### config.mk
export PLATFORM = sky130hd
export DESIGN_NAME = multi_button_debouncer_flat
export DESIGN_NICKNAME = d
export VERILOG_FILES = /design/src/hw/rtl/mbd_pkg.sv /design/src/hw/rtl/mbd_if.sv /design/src/hw/rtl/mbd_lane.sv /design/src/hw/rtl/mbd_event.sv /design/src/hw/rtl/multi_button_debouncer.sv /design/src/flat_wrapper.sv
export SDC_FILE = /design/constraint.sdc
export NUM_CORES = 1
export LEC_CHECK = 0
export BUFFER_PORTS_ARGS = -buffer_cell sky130_fd_sc_hd__buf_2
export CORE_UTILIZATION = 35
export CTS_CLUSTER_SIZE = 24
export DETAILED_ROUTE_END_ITERATION = 8
export GPL_TIMING_DRIVEN = 0
export PLACE_DENSITY_LB_ADDON = 0.3
export SLEW_MARGIN = 10
export SYNTH_ARGS = -nofsm -noshare
export SYNTH_HDL_FRONTEND = slang
export SYNTH_HIERARCHICAL = 1
export SYNTH_SLANG_ARGS = --single-unit
### constraint.sdc
create_clock -name clk -period 5.6 [get_ports clk]
set_clock_uncertainty 0.05 [all_clocks]
set_input_delay 0.56 -clock clk [delete_from_list [all_inputs] [get_ports clk]]
set_output_delay 0.56 -clock clk [all_outputs]
set_load 0.005 [all_outputs]
### src/hw/rtl/mbd_pkg.sv
`default_nettype none

package mbd_pkg;

    localparam int unsigned NumButtonsDefault = 8;
    localparam int unsigned PinWidth          = 8;
    localparam int unsigned MaskWidth         = 8;
    localparam int unsigned ButtonIdxWidth    = 3;
    localparam int unsigned TickWidth         = 24;
    localparam int unsigned CountWidth        = 8;
    localparam int unsigned CfgIndexWidth     = 1;
    localparam int unsigned CfgDataWidth      = 24;

    localparam logic [CfgIndexWidth-1:0] REG_SAMPLE_INTERVAL  = 1'b0;
    localparam logic [CfgIndexWidth-1:0] REG_REQUIRED_SAMPLES = 1'b1;

    localparam logic [TickWidth-1:0]  TICK_MAX         = {TickWidth{1'b1}};
    localparam logic [TickWidth-1:0]  INTERVAL_RESET   = '0;
    localparam logic [CountWidth-1:0] REQUIRED_RESET   = CountWidth'(3);

    typedef struct packed {
        logic                      valid;
        logic [ButtonIdxWidth-1:0] button;
        logic                      released;
    } mbd_event_t;

endpackage

`default_nettype wire

### src/hw/rtl/mbd_if.sv
`default_nettype none

interface mbd_in_if;
    logic       valid;
    logic       ready;
    logic [7:0] pin_levels;
    logic       take_event;

    modport source (output valid, output pin_levels, output take_event, input ready);
    modport sink   (input valid, input pin_levels, input take_event, output ready);
endinterface

interface mbd_out_if;
    logic       valid;
    logic       ready;
    logic [7:0] pressed_mask;
    logic       event_valid;
    logic [2:0] event_button;
    logic       event_released;

    modport source (output valid, output pressed_mask, output event_valid,
                    output event_button, output event_released, input ready);
    modport sink   (input valid, input pressed_mask, input event_valid,
                    input event_button, input event_released, output ready);
endinterface

`default_nettype wire

### src/hw/rtl/mbd_lane.sv
`default_nettype none

module mbd_lane (
    input  wire logic                           clk,
    input  wire logic                           rst_n,
    input  wire logic                           sample_en,
    input  wire logic                           pin,
    input  wire logic [mbd_pkg::CountWidth-1:0] required_samples,
    output logic                                level,
    output logic                                flip
);
    import mbd_pkg::*;

    logic                  level_reg;
    logic                  level_next;
    logic [CountWidth-1:0] count_reg;
    logic [CountWidth-1:0] count_next;
    logic [CountWidth-1:0] count_inc;
    logic                  mismatch;

    assign mismatch  = pin != level_reg;
    // saturating count of differing samples
    assign count_inc = (&count_reg) ? count_reg : count_reg + CountWidth'(1);
    assign flip      = sample_en && mismatch && (count_inc >= required_samples);

    always_comb
    begin
        level_next = level_reg;
        count_next = count_reg;
        if (sample_en)
        begin
            if (!mismatch)
                count_next = '0;
            else if (flip)
            begin
                level_next = pin;
                count_next = '0;
            end
            else
                count_next = count_inc;
        end
    end

    // post-sample level for this request's result
    assign level = level_next;

    always_ff @(posedge clk or negedge rst_n)
    begin
        if (!rst_n)
        begin
            level_reg <= 1'b0;
            count_reg <= '0;
        end
        else
        begin
            level_reg <= level_next;
            count_reg <= count_next;
        end
    end

endmodule

`default_nettype wire

### src/hw/rtl/mbd_event.sv
`default_nettype none

module mbd_event #(
    parameter int unsigned NUM_BUTTONS = mbd_pkg::NumButtonsDefault
) (
    input  wire logic                   clk,
    input  wire logic                   rst_n,
    input  wire logic                   accept,
    input  wire logic                   take,
    input  wire logic [NUM_BUTTONS-1:0] flip,
    input  wire logic [NUM_BUTTONS-1:0] level,
    output mbd_pkg::mbd_event_t         event_out,
    output logic                        pending
);
    import mbd_pkg::*;

    logic                      pending_reg;
    logic                      pending_next;
    logic [ButtonIdxWidth-1:0] index_reg;
    logic [ButtonIdxWidth-1:0] index_next;
    logic                      release_reg;
    logic                      release_next;
    logic [ButtonIdxWidth-1:0] first_idx;
    logic                      first_level;
    logic                      any_flip;
    logic                      capture;
    logic                      pending_post;

    // lowest-numbered flipping lane wins
    always_comb
    begin
        first_idx   = '0;
        first_level = 1'b0;
        for (int i = NUM_BUTTONS - 1; i >= 0; i--)
        begin
            if (flip[i])
            begin
                first_idx   = ButtonIdxWidth'(i);
                first_level = level[i];
            end
        end
    end

    assign any_flip     = |flip;
    assign capture      = !pending_reg && any_flip;
    assign pending_post = pending_reg || any_flip;

    always_comb
    begin
        index_next   = capture ? first_idx : index_reg;
        release_next = capture ? first_level : release_reg;
        pending_next = pending_reg;
        if (accept)
            pending_next = pending_post && !take;
    end

    assign event_out.valid    = pending_post;
    assign event_out.button   = pending_post ? index_next : '0;
    assign event_out.released = pending_post ? release_next : 1'b0;
    assign pending            = pending_reg;

    always_ff @(posedge clk or negedge rst_n)
    begin
        if (!rst_n)
        begin
            pending_reg <= 1'b0;
            index_reg   <= '0;
            release_reg <= 1'b0;
        end
        else
        begin
            pending_reg <= pending_next;
            index_reg   <= index_next;
            release_reg <= release_next;
        end
    end

endmodule

`default_nettype wire

### src/hw/rtl/multi_button_debouncer.sv
`default_nettype none

// channel  dir  payload                                              handshake
// in_ch    in   pin_levels[7:0], take_event                          valid/ready
// out_ch   out  pressed_mask[7:0], event_valid, event_button[2:0],   valid/ready
//               event_released
// cfg      in   cfg_index, cfg_wdata[23:0]                           cfg_we
//
// one request per cycle; its result appears in the output register in the next cycle
// the tick counter, per-button lanes and event latch all update in the accepting cycle
// in_ch.ready is high whenever the output register is empty or being drained
// reset empties the output register, clears all lanes, the tick counter and the latch
// a stalled output holds its result and blocks further requests until it is taken

module multi_button_debouncer #(
    parameter int unsigned NUM_BUTTONS = mbd_pkg::NumButtonsDefault
) (
    input  wire logic                              clk,
    input  wire logic                              rst_n,
    mbd_in_if.sink                                 in_ch,
    mbd_out_if.source                              out_ch,
    input  wire logic                              cfg_we,
    input  wire logic [mbd_pkg::CfgIndexWidth-1:0] cfg_index,
    input  wire logic [mbd_pkg::CfgDataWidth-1:0]  cfg_wdata
);
    import mbd_pkg::*;

    logic [TickWidth-1:0]  interval_reg;
    logic [CountWidth-1:0] required_reg;
    logic [TickWidth-1:0]  tick_reg;
    logic [TickWidth-1:0]  tick_next;
    logic [TickWidth-1:0]  tick_inc;
    logic                  sample;
    logic                  sample_en;
    logic                  accept;

    logic [NUM_BUTTONS-1:0] pins;
    logic [NUM_BUTTONS-1:0] lane_level;
    logic [NUM_BUTTONS-1:0] lane_flip;
    logic [MaskWidth-1:0]   mask;
    mbd_event_t             ev;
    logic                   ev_pending;

    logic                  out_valid_reg;
    logic                  out_valid_next;
    logic [MaskWidth-1:0]  mask_reg;
    mbd_event_t            ev_reg;

    assign in_ch.ready = !out_valid_reg || out_ch.ready;
    assign accept      = in_ch.valid && in_ch.ready;

    always_ff @(posedge clk or negedge rst_n)
    begin
        if (!rst_n)
        begin
            interval_reg <= INTERVAL_RESET;
            required_reg <= REQUIRED_RESET;
        end
        else if (cfg_we)
        begin
            case (cfg_index)
                REG_SAMPLE_INTERVAL:  interval_reg <= cfg_wdata[TickWidth-1:0];
                REG_REQUIRED_SAMPLES: required_reg <= cfg_wdata[CountWidth-1:0];
                default: ;
            endcase
        end
    end

    assign tick_inc  = (tick_reg == TICK_MAX) ? tick_reg : tick_reg + TickWidth'(1);
    assign sample    = tick_inc >= interval_reg;
    assign sample_en = accept && sample;
    assign tick_next = accept ? (sample ? '0 : tick_inc) : tick_reg;

    always_ff @(posedge clk or negedge rst_n)
    begin
        if (!rst_n)
            tick_reg <= '0;
        else
            tick_reg <= tick_next;
    end

    // pins above the input width read as level 0
    always_comb
    begin
        for (int i = 0; i < NUM_BUTTONS; i++)
            pins[i] = (i < PinWidth) ? in_ch.pin_levels[i % PinWidth] : 1'b0;
    end

    for (genvar g = 0; g < NUM_BUTTONS; g++)
    begin : g_lane
        mbd_lane u_lane (
            .clk              (clk),
            .rst_n            (rst_n),
            .sample_en        (sample_en),
            .pin              (pins[g]),
            .required_samples (required_reg),
            .level            (lane_level[g]),
            .flip             (lane_flip[g])
        );
    end

    mbd_event #(
        .NUM_BUTTONS (NUM_BUTTONS)
    ) u_event (
        .clk       (clk),
        .rst_n     (rst_n),
        .accept    (accept),
        .take      (in_ch.take_event),
        .flip      (lane_flip),
        .level     (lane_level),
        .event_out (ev),
        .pending   (ev_pending)
    );

    always_comb
    begin
        for (int i = 0; i < MaskWidth; i++)
            mask[i] = (i < NUM_BUTTONS) ? !lane_level[i % NUM_BUTTONS] : 1'b0;
    end

    assign out_valid_next = accept || (out_valid_reg && !out_ch.ready);

    always_ff @(posedge clk or negedge rst_n)
    begin
        if (!rst_n)
            out_valid_reg <= 1'b0;
        else
            out_valid_reg <= out_valid_next;
    end

    always_ff @(posedge clk)
    begin
        if (accept)
        begin
            mask_reg <= mask;
            ev_reg   <= ev;
        end
    end

    assign out_ch.valid          = out_valid_reg;
    assign out_ch.pressed_mask   = mask_reg;
    assign out_ch.event_valid    = ev_reg.valid;
    assign out_ch.event_button   = ev_reg.button;
    assign out_ch.event_released = ev_reg.released;

`ifndef SYNTH
    a_result_follows: assert property (@(posedge clk) disable iff (!rst_n)
        accept |=> out_valid_reg)
        else $error("accepted request produced no result");

    a_flip_on_sample: assert property (@(posedge clk) disable iff (!rst_n)
        (|lane_flip) |-> sample_en)
        else $error("lane flipped outside a sample");

    a_take_clears: assert property (@(posedge clk) disable iff (!rst_n)
        (accept && in_ch.take_event) |=> !ev_pending)
        else $error("take did not empty the event latch");

    a_level_hold: assert property (@(posedge clk) disable iff (!rst_n)
        !sample_en |=> $stable(lane_level) || sample_en)
        else $error("debounced level moved without a sample");
`endif

endmodule

`default_nettype wire
### src/flat_wrapper.sv
// flat-port wrapper written by rule: the top's interface ports become plain ports
module multi_button_debouncer_flat import mbd_pkg::*;
#(
    parameter int unsigned NUM_BUTTONS = mbd_pkg::NumButtonsDefault
)
  (clk, rst_n, cfg_we, cfg_index, cfg_wdata, in_ch_valid, in_ch_pin_levels, in_ch_take_event, in_ch_ready, out_ch_valid, out_ch_pressed_mask, out_ch_event_valid, out_ch_event_button, out_ch_event_released, out_ch_ready);
  mbd_in_if in_ch_i ();
  mbd_out_if out_ch_i ();
  input  wire logic clk;
  input  wire logic rst_n;
  input  wire logic cfg_we;
  input  wire logic [mbd_pkg::CfgIndexWidth-1:0] cfg_index;
  input  wire logic [mbd_pkg::CfgDataWidth-1:0] cfg_wdata;
  input wire logic [$bits(in_ch_i.valid)-1:0] in_ch_valid;
  input wire logic [$bits(in_ch_i.pin_levels)-1:0] in_ch_pin_levels;
  input wire logic [$bits(in_ch_i.take_event)-1:0] in_ch_take_event;
  output wire logic [$bits(in_ch_i.ready)-1:0] in_ch_ready;
  output wire logic [$bits(out_ch_i.valid)-1:0] out_ch_valid;
  output wire logic [$bits(out_ch_i.pressed_mask)-1:0] out_ch_pressed_mask;
  output wire logic [$bits(out_ch_i.event_valid)-1:0] out_ch_event_valid;
  output wire logic [$bits(out_ch_i.event_button)-1:0] out_ch_event_button;
  output wire logic [$bits(out_ch_i.event_released)-1:0] out_ch_event_released;
  input wire logic [$bits(out_ch_i.ready)-1:0] out_ch_ready;
  assign in_ch_i.valid = in_ch_valid;
  assign in_ch_i.pin_levels = in_ch_pin_levels;
  assign in_ch_i.take_event = in_ch_take_event;
  assign in_ch_ready = in_ch_i.ready;
  assign out_ch_valid = out_ch_i.valid;
  assign out_ch_pressed_mask = out_ch_i.pressed_mask;
  assign out_ch_event_valid = out_ch_i.event_valid;
  assign out_ch_event_button = out_ch_i.event_button;
  assign out_ch_event_released = out_ch_i.event_released;
  assign out_ch_i.ready = out_ch_ready;
  multi_button_debouncer #(.NUM_BUTTONS(NUM_BUTTONS)) u_core (.clk(clk), .rst_n(rst_n), .in_ch(in_ch_i), .out_ch(out_ch_i), .cfg_we(cfg_we), .cfg_index(cfg_index), .cfg_wdata(cfg_wdata));
endmodule
## After elaboration in Yosys (flattened, before gate mapping)

Index checks and enable logic that the tools add are counted.

| word-level totals | value |
|---|---|
| output and inout bits | 15 |
| word-level logic and storage cells | 170 |
| flip-flop bits (word level) | 147 |
| input bits | 39 |

| cells by class | value |
|---|---|
| reductions and logical operators | 47 |
| $lt $le $gt $ge | 9 |
| mux-type cells | 68 |
| equal/unequal tests | 9 |
| add/sub/neg operators | 9 |
| bitwise logic cells | 1 |

Operators with widths:

| operator | count |
|---|---|
| 8-bit two-way mux | 24 |
| 8-bit by 1-bit adder with 8-bit output, second input constant | 8 |
| 8-bit greater-or-equal comparator | 8 |
| 8-bit AND reduction | 8 |
| 24-bit two-way mux | 2 |
| 1-bit two-way mux | 33 |
| 3-bit two-way mux | 9 |
| 24-bit by 1-bit adder with 24-bit output, second input constant | 1 |
| 24-bit equality test, second input constant | 1 |
| 24-bit greater-or-equal comparator | 1 |
| 1-bit logical AND | 21 |
| 1-bit logical NOT | 12 |
| 1-bit inequality test | 8 |
| 8-bit OR reduction | 1 |
| 2-bit AND reduction | 2 |
| 1-bit logical OR | 3 |
| 1-bit NOT | 1 |

## Longest topological paths before layout

| logic depth | value |
|---|---|
| depth in word-level cells | 18 |
| depth in mapped cells | 22 |
| depth with buffers taken out | 18 |

## Modules after synthesis

Netlist, hierarchy kept.

Modules (own cells, without submodules):

| module | instances | area an instance (um2) | seq. area each (um2) | cells an instance |
|---|---|---|---|---|
| mbd_lane | 8 | 824.5 | 225.2 | 91 |
| multi_button_debouncer | 1 | 4082.7 | 1819.2 | 412 |
| mbd_event | 1 | 407.9 | 125.1 | 51 |

## Worst setup path before layout

OpenSTA, ideal clock, no wires.

| path | value |
|---|---|
| kind | register to register |
| start point | register u_core.tick_reg[0] |
| end point | register u_core.ev_reg, in the netlist u_core/out_ch.event_released, data pin |
| data arrival time | 5.381 ns |
| slack | 0.029 ns |
| clock period less this slack | 5.571 ns |
| buffers on the path | 2 |
| required time | 5.410 ns |
| stages on the path, launching flop included | 21 |
| library setup time | 0.140 ns |
| cells stage by stage | dfrtp_1 ha_1 and4_4 and4_4 and3_2 nor4_4 xor2_1 ha_1 nand4_1 nor4_1 o21ai_0 o211ai_1 buf_2 buf_6 and2_1 nand2_1 nor2_1 nor3b_1 or4_1 o2111a_1 nor2_1 |

| on the way | value |
|---|---|
| elaborated cells between the ends (all ways) | 57 |
| classes of those cells | add/sub (1); order compare (1); eq/ne (1); mux (34); reduce/logical (20) |

RTL lines:

| element | RTL line | source |
|---|---|---|
| start, declared | multi_button_debouncer.sv:30 | `logic [TickWidth-1:0] tick_reg;` |
| start signal, assigned | multi_button_debouncer.sv:79 | `tick_reg <= tick_next;` |
| 24-bit by 1-bit adder with 24-bit output / 24-bit equality test (equally long branches) | multi_button_debouncer.sv:69 | `assign tick_inc = (tick_reg == TICK_MAX) ? tick_reg : tick_reg + TickWidth'(1);` |
| 24-bit two-way mux (*) | multi_button_debouncer.sv:69 |  |
| 24-bit greater-or-equal comparator (*) | multi_button_debouncer.sv:70 | `assign sample = tick_inc >= interval_reg;` |
| 1-bit logical AND (*) | multi_button_debouncer.sv:71 | `assign sample_en = accept && sample;` |
| net u_core.sample_en | multi_button_debouncer.sv:34 | `logic sample_en;` |
| 1-bit logical AND (*) (2 in a row) | mbd_lane.sv:24 | `assign flip = sample_en && mismatch && (count_inc >= required_samples);` |
| net u_core.lane_flip[2] | multi_button_debouncer.sv:39 | `logic [NUM_BUTTONS-1:0] lane_flip;` |
| 1-bit two-way mux | mbd_lane.sv:34 | `else if (flip)` |
| 1-bit two-way mux | mbd_lane.sv:32 | `if (!mismatch)` |
| 1-bit two-way mux | mbd_lane.sv:30 | `if (sample_en)` |
| 1-bit two-way mux (3 in a row) | mbd_event.sv:36 | `if (flip[i])` |
| 1-bit two-way mux | mbd_event.sv:51 | `release_next = capture ? first_level : release_reg;` |
| end signal, assigned | multi_button_debouncer.sv:136 | `ev_reg <= ev;` |
| end, declared | multi_button_debouncer.sv:47 | `mbd_event_t ev_reg;` |

Mark *: on every way through the listed nets, which the timed path passes. The rest lies on a longest branch.
A chain may end at the register's enable or synchronous reset.

## Final worst setup path

| path | value |
|---|---|
| start point | register u_core.tick_reg[0] |
| end point | register u_core.ev_reg, in the netlist u_core/out_ch.event_released, data pin |

| on the way | value |
|---|---|
| elaborated cells between the ends (all ways) | 57 |
| classes of those cells | add/sub (1); order compare (1); eq/ne (1); mux (34); reduce/logical (20) |

RTL lines:

| element | RTL line | source |
|---|---|---|
| 24-bit by 1-bit adder with 24-bit output / 24-bit equality test (equally long branches) | multi_button_debouncer.sv:69 |  |
| 24-bit two-way mux (*) | multi_button_debouncer.sv:69 |  |
| 24-bit greater-or-equal comparator (*) | multi_button_debouncer.sv:70 |  |
| 1-bit logical AND (*) | multi_button_debouncer.sv:71 |  |
| net u_core.sample_en | multi_button_debouncer.sv:34 |  |
| 1-bit logical AND (2 in a row) | mbd_lane.sv:24 |  |
| 1-bit two-way mux | mbd_lane.sv:34 |  |
| 1-bit two-way mux | mbd_lane.sv:32 |  |
| 1-bit two-way mux (*) | mbd_lane.sv:30 |  |
| net u_core.lane_level[3] | multi_button_debouncer.sv:38 | `logic [NUM_BUTTONS-1:0] lane_level;` |
| 1-bit two-way mux (*) (4 in a row) | mbd_event.sv:36 |  |
| 1-bit two-way mux (*) | mbd_event.sv:51 |  |

Marked as above.

==> impl_metrics.ini <==
[clock_tree]
clockBufferDepth = 2
clk_pin_slew_worst_paths_ps = 60
htreeDepth = 4
cts_inserted_buffers = 17
cts_tree = done
clk_latency_ps = 430
cts.sinks = 147
clock-root-buffer = clkbuf_16

[timing]
fin_crit_ps = 5340
fin_setup_tns_ps = 0
hold_viol = 0
tightest_slew_ps = 730
rsz0062_at_grt = false
hold_ws_ps = 284
slew_headroom_pct = 51.4
fmax_mhz = 187
finalSetupViolations = 0
setup_ws_ps = 260
final-max-slew-violation-count = 0
fin_crit_sh_pct = 95.4

[power_and_ir_drop]
clockPowerShare_pct = 37.8
p_int_uw = 2100
seqPwrFrac_pct = 41.6
power_switching_uw = 894
p_per_area_nw_per_um2 = 238
switching_share_pct = 29.9
pwr-share-comb_pct = 20.6
p_leak_uw = 0.00574
vdd_drop_max_v = 0.000207

[setup_path]
critPathMaxFanout = 13
slowest_stage = or4_1
cpMostUsedCell = and4_4
worstPathRequired_ps = 5840
max_stage_delay_ps = 510
critPathBufInv = 2
cp-end-kind = register
critical_path_class = reg -> reg
crit_chain = ha_2 -> and4_4 -> and4_4 -> and3_2 -> nor4b_4 -> xor2_1 -> ha_1 -> nand4_1 -> nor4_2 -> o21ai_0 -> o211ai_1 -> buf_4 -> buf_6 -> and2_4 -> nand2_1 -> mux2_2 -> nor3b_1 -> or4_1 -> o2111a_1 -> nor2_1
rr_worst_depth = 20
path_depth = 20
cp_data_arrival_time_ps = 5580
critPathLaunchType = register
cp_top_family = simple AND/OR/NAND/NOR gates

[yosys]
ys_types = 75
avgSynthCellArea_sq_um = 9.31
yosys_warnings = 6
ys_ff_latch = 147
synthArstFlopShare_pct = 91.2
synth_flop_cell = dfrtp_1
synthesis.area_sq_um = 11100
synth-seq-area-share_pct = 33.8
synthCells = 1191
synth_edf_count = 13
syn-num-nets = 1327

[route]
route.detailed.drc = 0
wire_per_inst_um = 16.3
viasPerCell = 5.33
firstDrtPassIters = 5
wirelength_mm = 27.4
ant_nets = 0
dr.first_iter.drc_count = 591
routed-via-count = 8978

[floorplanning]
std_cell_rows = 64
die_area_sq_um = 32400
io-pin-count = 54
die_w_um = 180
die-height_um = 180
initial_core_util_pct = 35.9
core_area_sq_um = 30900

[cells_and_area]
fin_cells = 1683
layout-drive-gt1-share_pct = 19.3
fin_area_sq_um = 12600
synthToLayoutAreaGrowth_pct = 13.5
diodes = 0
finalNetCount = 1410
nFillCells = 3103
largest_reg_flops = 64

[status]
outcome = finished clean

[place]
placed_cell_area_sq_um = 11900
io_buffers = 53
dp.cells = 1641
routabilityCongestion = 0.794
place_ws_ps = -846
hpwlAfterDp_mm = 18.9

[global_routing]
antenna_found_initial = 0
globalRoute.totalOverflow = 0
grt_pass1_wl_mm = 44.9
grt_max_degree = 100
grt_pass1_vias = 8669
grt_usage_pct = 17.3

[min_path]
hold_class = in -> reg
hold_depth = 2

[job]
max_cap_violations = 0
==> metrics by stage <==
step	power [uW]	util, %
finish	2990	40.7
CTS	3020	40.5
floorplan	1690	-
global route	3170	40.7
detailed placement	1880	38.5
global placement	1850	38.3
==> worst paths after layout <==
| check | startpoint | to | slack, ps |
|---|---|---|---|
| max | u_core/tick_reg[0]$_DFFE_PN0P_ | u_core/out_ch.event_released$_DFFE_PP_ | 260 |
| min | in_ch_valid | u_core/out_ch.valid$_DFF_PN0_ | 280 |
| max reg2reg | u_core/tick_reg[0]$_DFFE_PN0P_ | u_core/out_ch.event_released$_DFFE_PP_ | 260 |
| min reg2reg | u_core/u_event/index_reg[2]$_DFF_PN0_ | u_core/u_event/index_reg[2]$_DFF_PN0_ | 440 |
| max in group asynchronous | rst_n | u_core/tick_reg[0]$_DFFE_PN0P_ | 4080 |
| min in group asynchronous | rst_n | u_core/g_lane[7].u_lane/count_reg[0]$_DFFE_PN0P_ | 540 |
==> layout by cell type, fill, tap and decap left out, types with 33 or more instances in the layout <==
cell,netlist,layout
a22o_1,33,33
nand2_1,127,127
nand3_1,40,40
xnor2_1,43,43
ha_1,97,96
dfrtp_1,132,131
inv_1,103,103
a21oi_1,75,74
nor2_1,96,89
a31oi_1,41,41
buf_2,20,71
o21ai_0,55,55
==> cells in the mapped netlist, drive strengths merged (6+ instances only) <==
master / number / area share, %
dfrtp: 132 / 30
nand2: 127 / 4.3
inv: 103 / 3.5
nor2: 98 / 3.4
ha: 97 / 11
a21oi: 76 / 3.5
o21ai: 58 / 2.8
a31oi: 49 / 3.8
xnor2: 43 / 3.4
nand3: 40 / 1.8
buf: 35 / 2.6
a22o: 33 / 2.6
nand2b: 29 / 2.2
nor3: 24 / 1.2
a21o: 20 / 1.4
xor2: 19 / 1.5
nand4: 18 / 1.3
mux2: 17 / 1.7
nor2b: 14 / 0.81
and3: 13 / 0.77
edfxtp: 13 / 3.5
and4: 12 / 1.0
o211ai: 11 / 0.84
o21a: 10 / 0.68
clkbuf: 9 / 0.32
o211a: 9 / 1.4
or2: 9 / 0.51
a2111oi: 8 / 2.0
a21boi: 8 / 0.54
a221oi: 8 / 1.1
a41oi: 8 / 1.2
and2: 7 / 0.44
nor4: 7 / 0.64
or3: 6 / 0.39
==> layout make-up <==
| cell class | count | area (sq um) | share of cell area (%) |
|---|---|---|---|
| Clock inverter | 12 | 114 | 0.905 |
| Buffer | 44 | 330 | 2.63 |
| Multi-Input combinational cell | 900 | 6700 | 53.3 |
| Timing Repair Buffer | 61 | 358 | 2.84 |
| Sequential cell | 147 | 3750 | 29.8 |
| Inverter | 103 | 387 | 3.07 |
| Tap cell | 396 | 495 | 3.94 |
| Clock buffer | 20 | 447 | 3.55 |
==> cells by family after synthesis <==
kind of cell / synth area share [%]
AO/OA/AOI/OAI: 22.9
XOR/XNOR: 4.90
adder cells (fa/ha/maj): 10.9
buffers and inverters: 6.43
flip-flops: 33.8
multiplexers: 1.73
AND/OR/NAND/NOR: 19.4
==> worst reg2reg max path, stage by stage, from the launching register on <==
cell and delay (ps):
dfrtp_2 450, ha_2 240, and4_4 160, and4_4 210
and3_2 280, nor4b_4 350, xor2_1 140, ha_1 320
nand4_1 200, nor4_2 370, o21ai_0 190, o211ai_1 270
buf_4 180, buf_6 190, and2_4 270, nand2_1 160
mux2_2 290, nor3b_1 60, or4_1 510, o2111a_1 190
nor2_1 130
==> power by group through the flow <==
stage,Clock (uW),Combinational (uW),Sequential [uW]
after floorplan,0,470,1220
after CTS,1160,623,1250
after detailed placement,0,616,1260
final,1130,615,1250
after global routing,1210,701,1260
after global placement,0,592,1260
==> layer usage <==
layer | vias up | GRT usage (%) | wire [um] | part of all wire (%)
met1 | 4342 | 23.3 | 13000 | 47
met4 | 0 | 4.14 | 280 | 1.0
li1 | 4441 | - | - | -
met5 | - | 0 | 0 | 0
met3 | 25 | 2.67 | 846 | 3.1
met2 | 170 | 29.1 | 13300 | 48
==> timing repair <==
item / 4_1_cts / 5_1_grt
resized for setup: 10 / 6
endpoints found under the hold margin: 35 / 0
buffers inserted: 2 / 4
hold buffers: 1 / 0
setup endpoints to repair: 55 / 16
pin swaps: 0 / 3
cloned: 2 / 1
No activity file was read; power rests on OpenSTA's default activity.
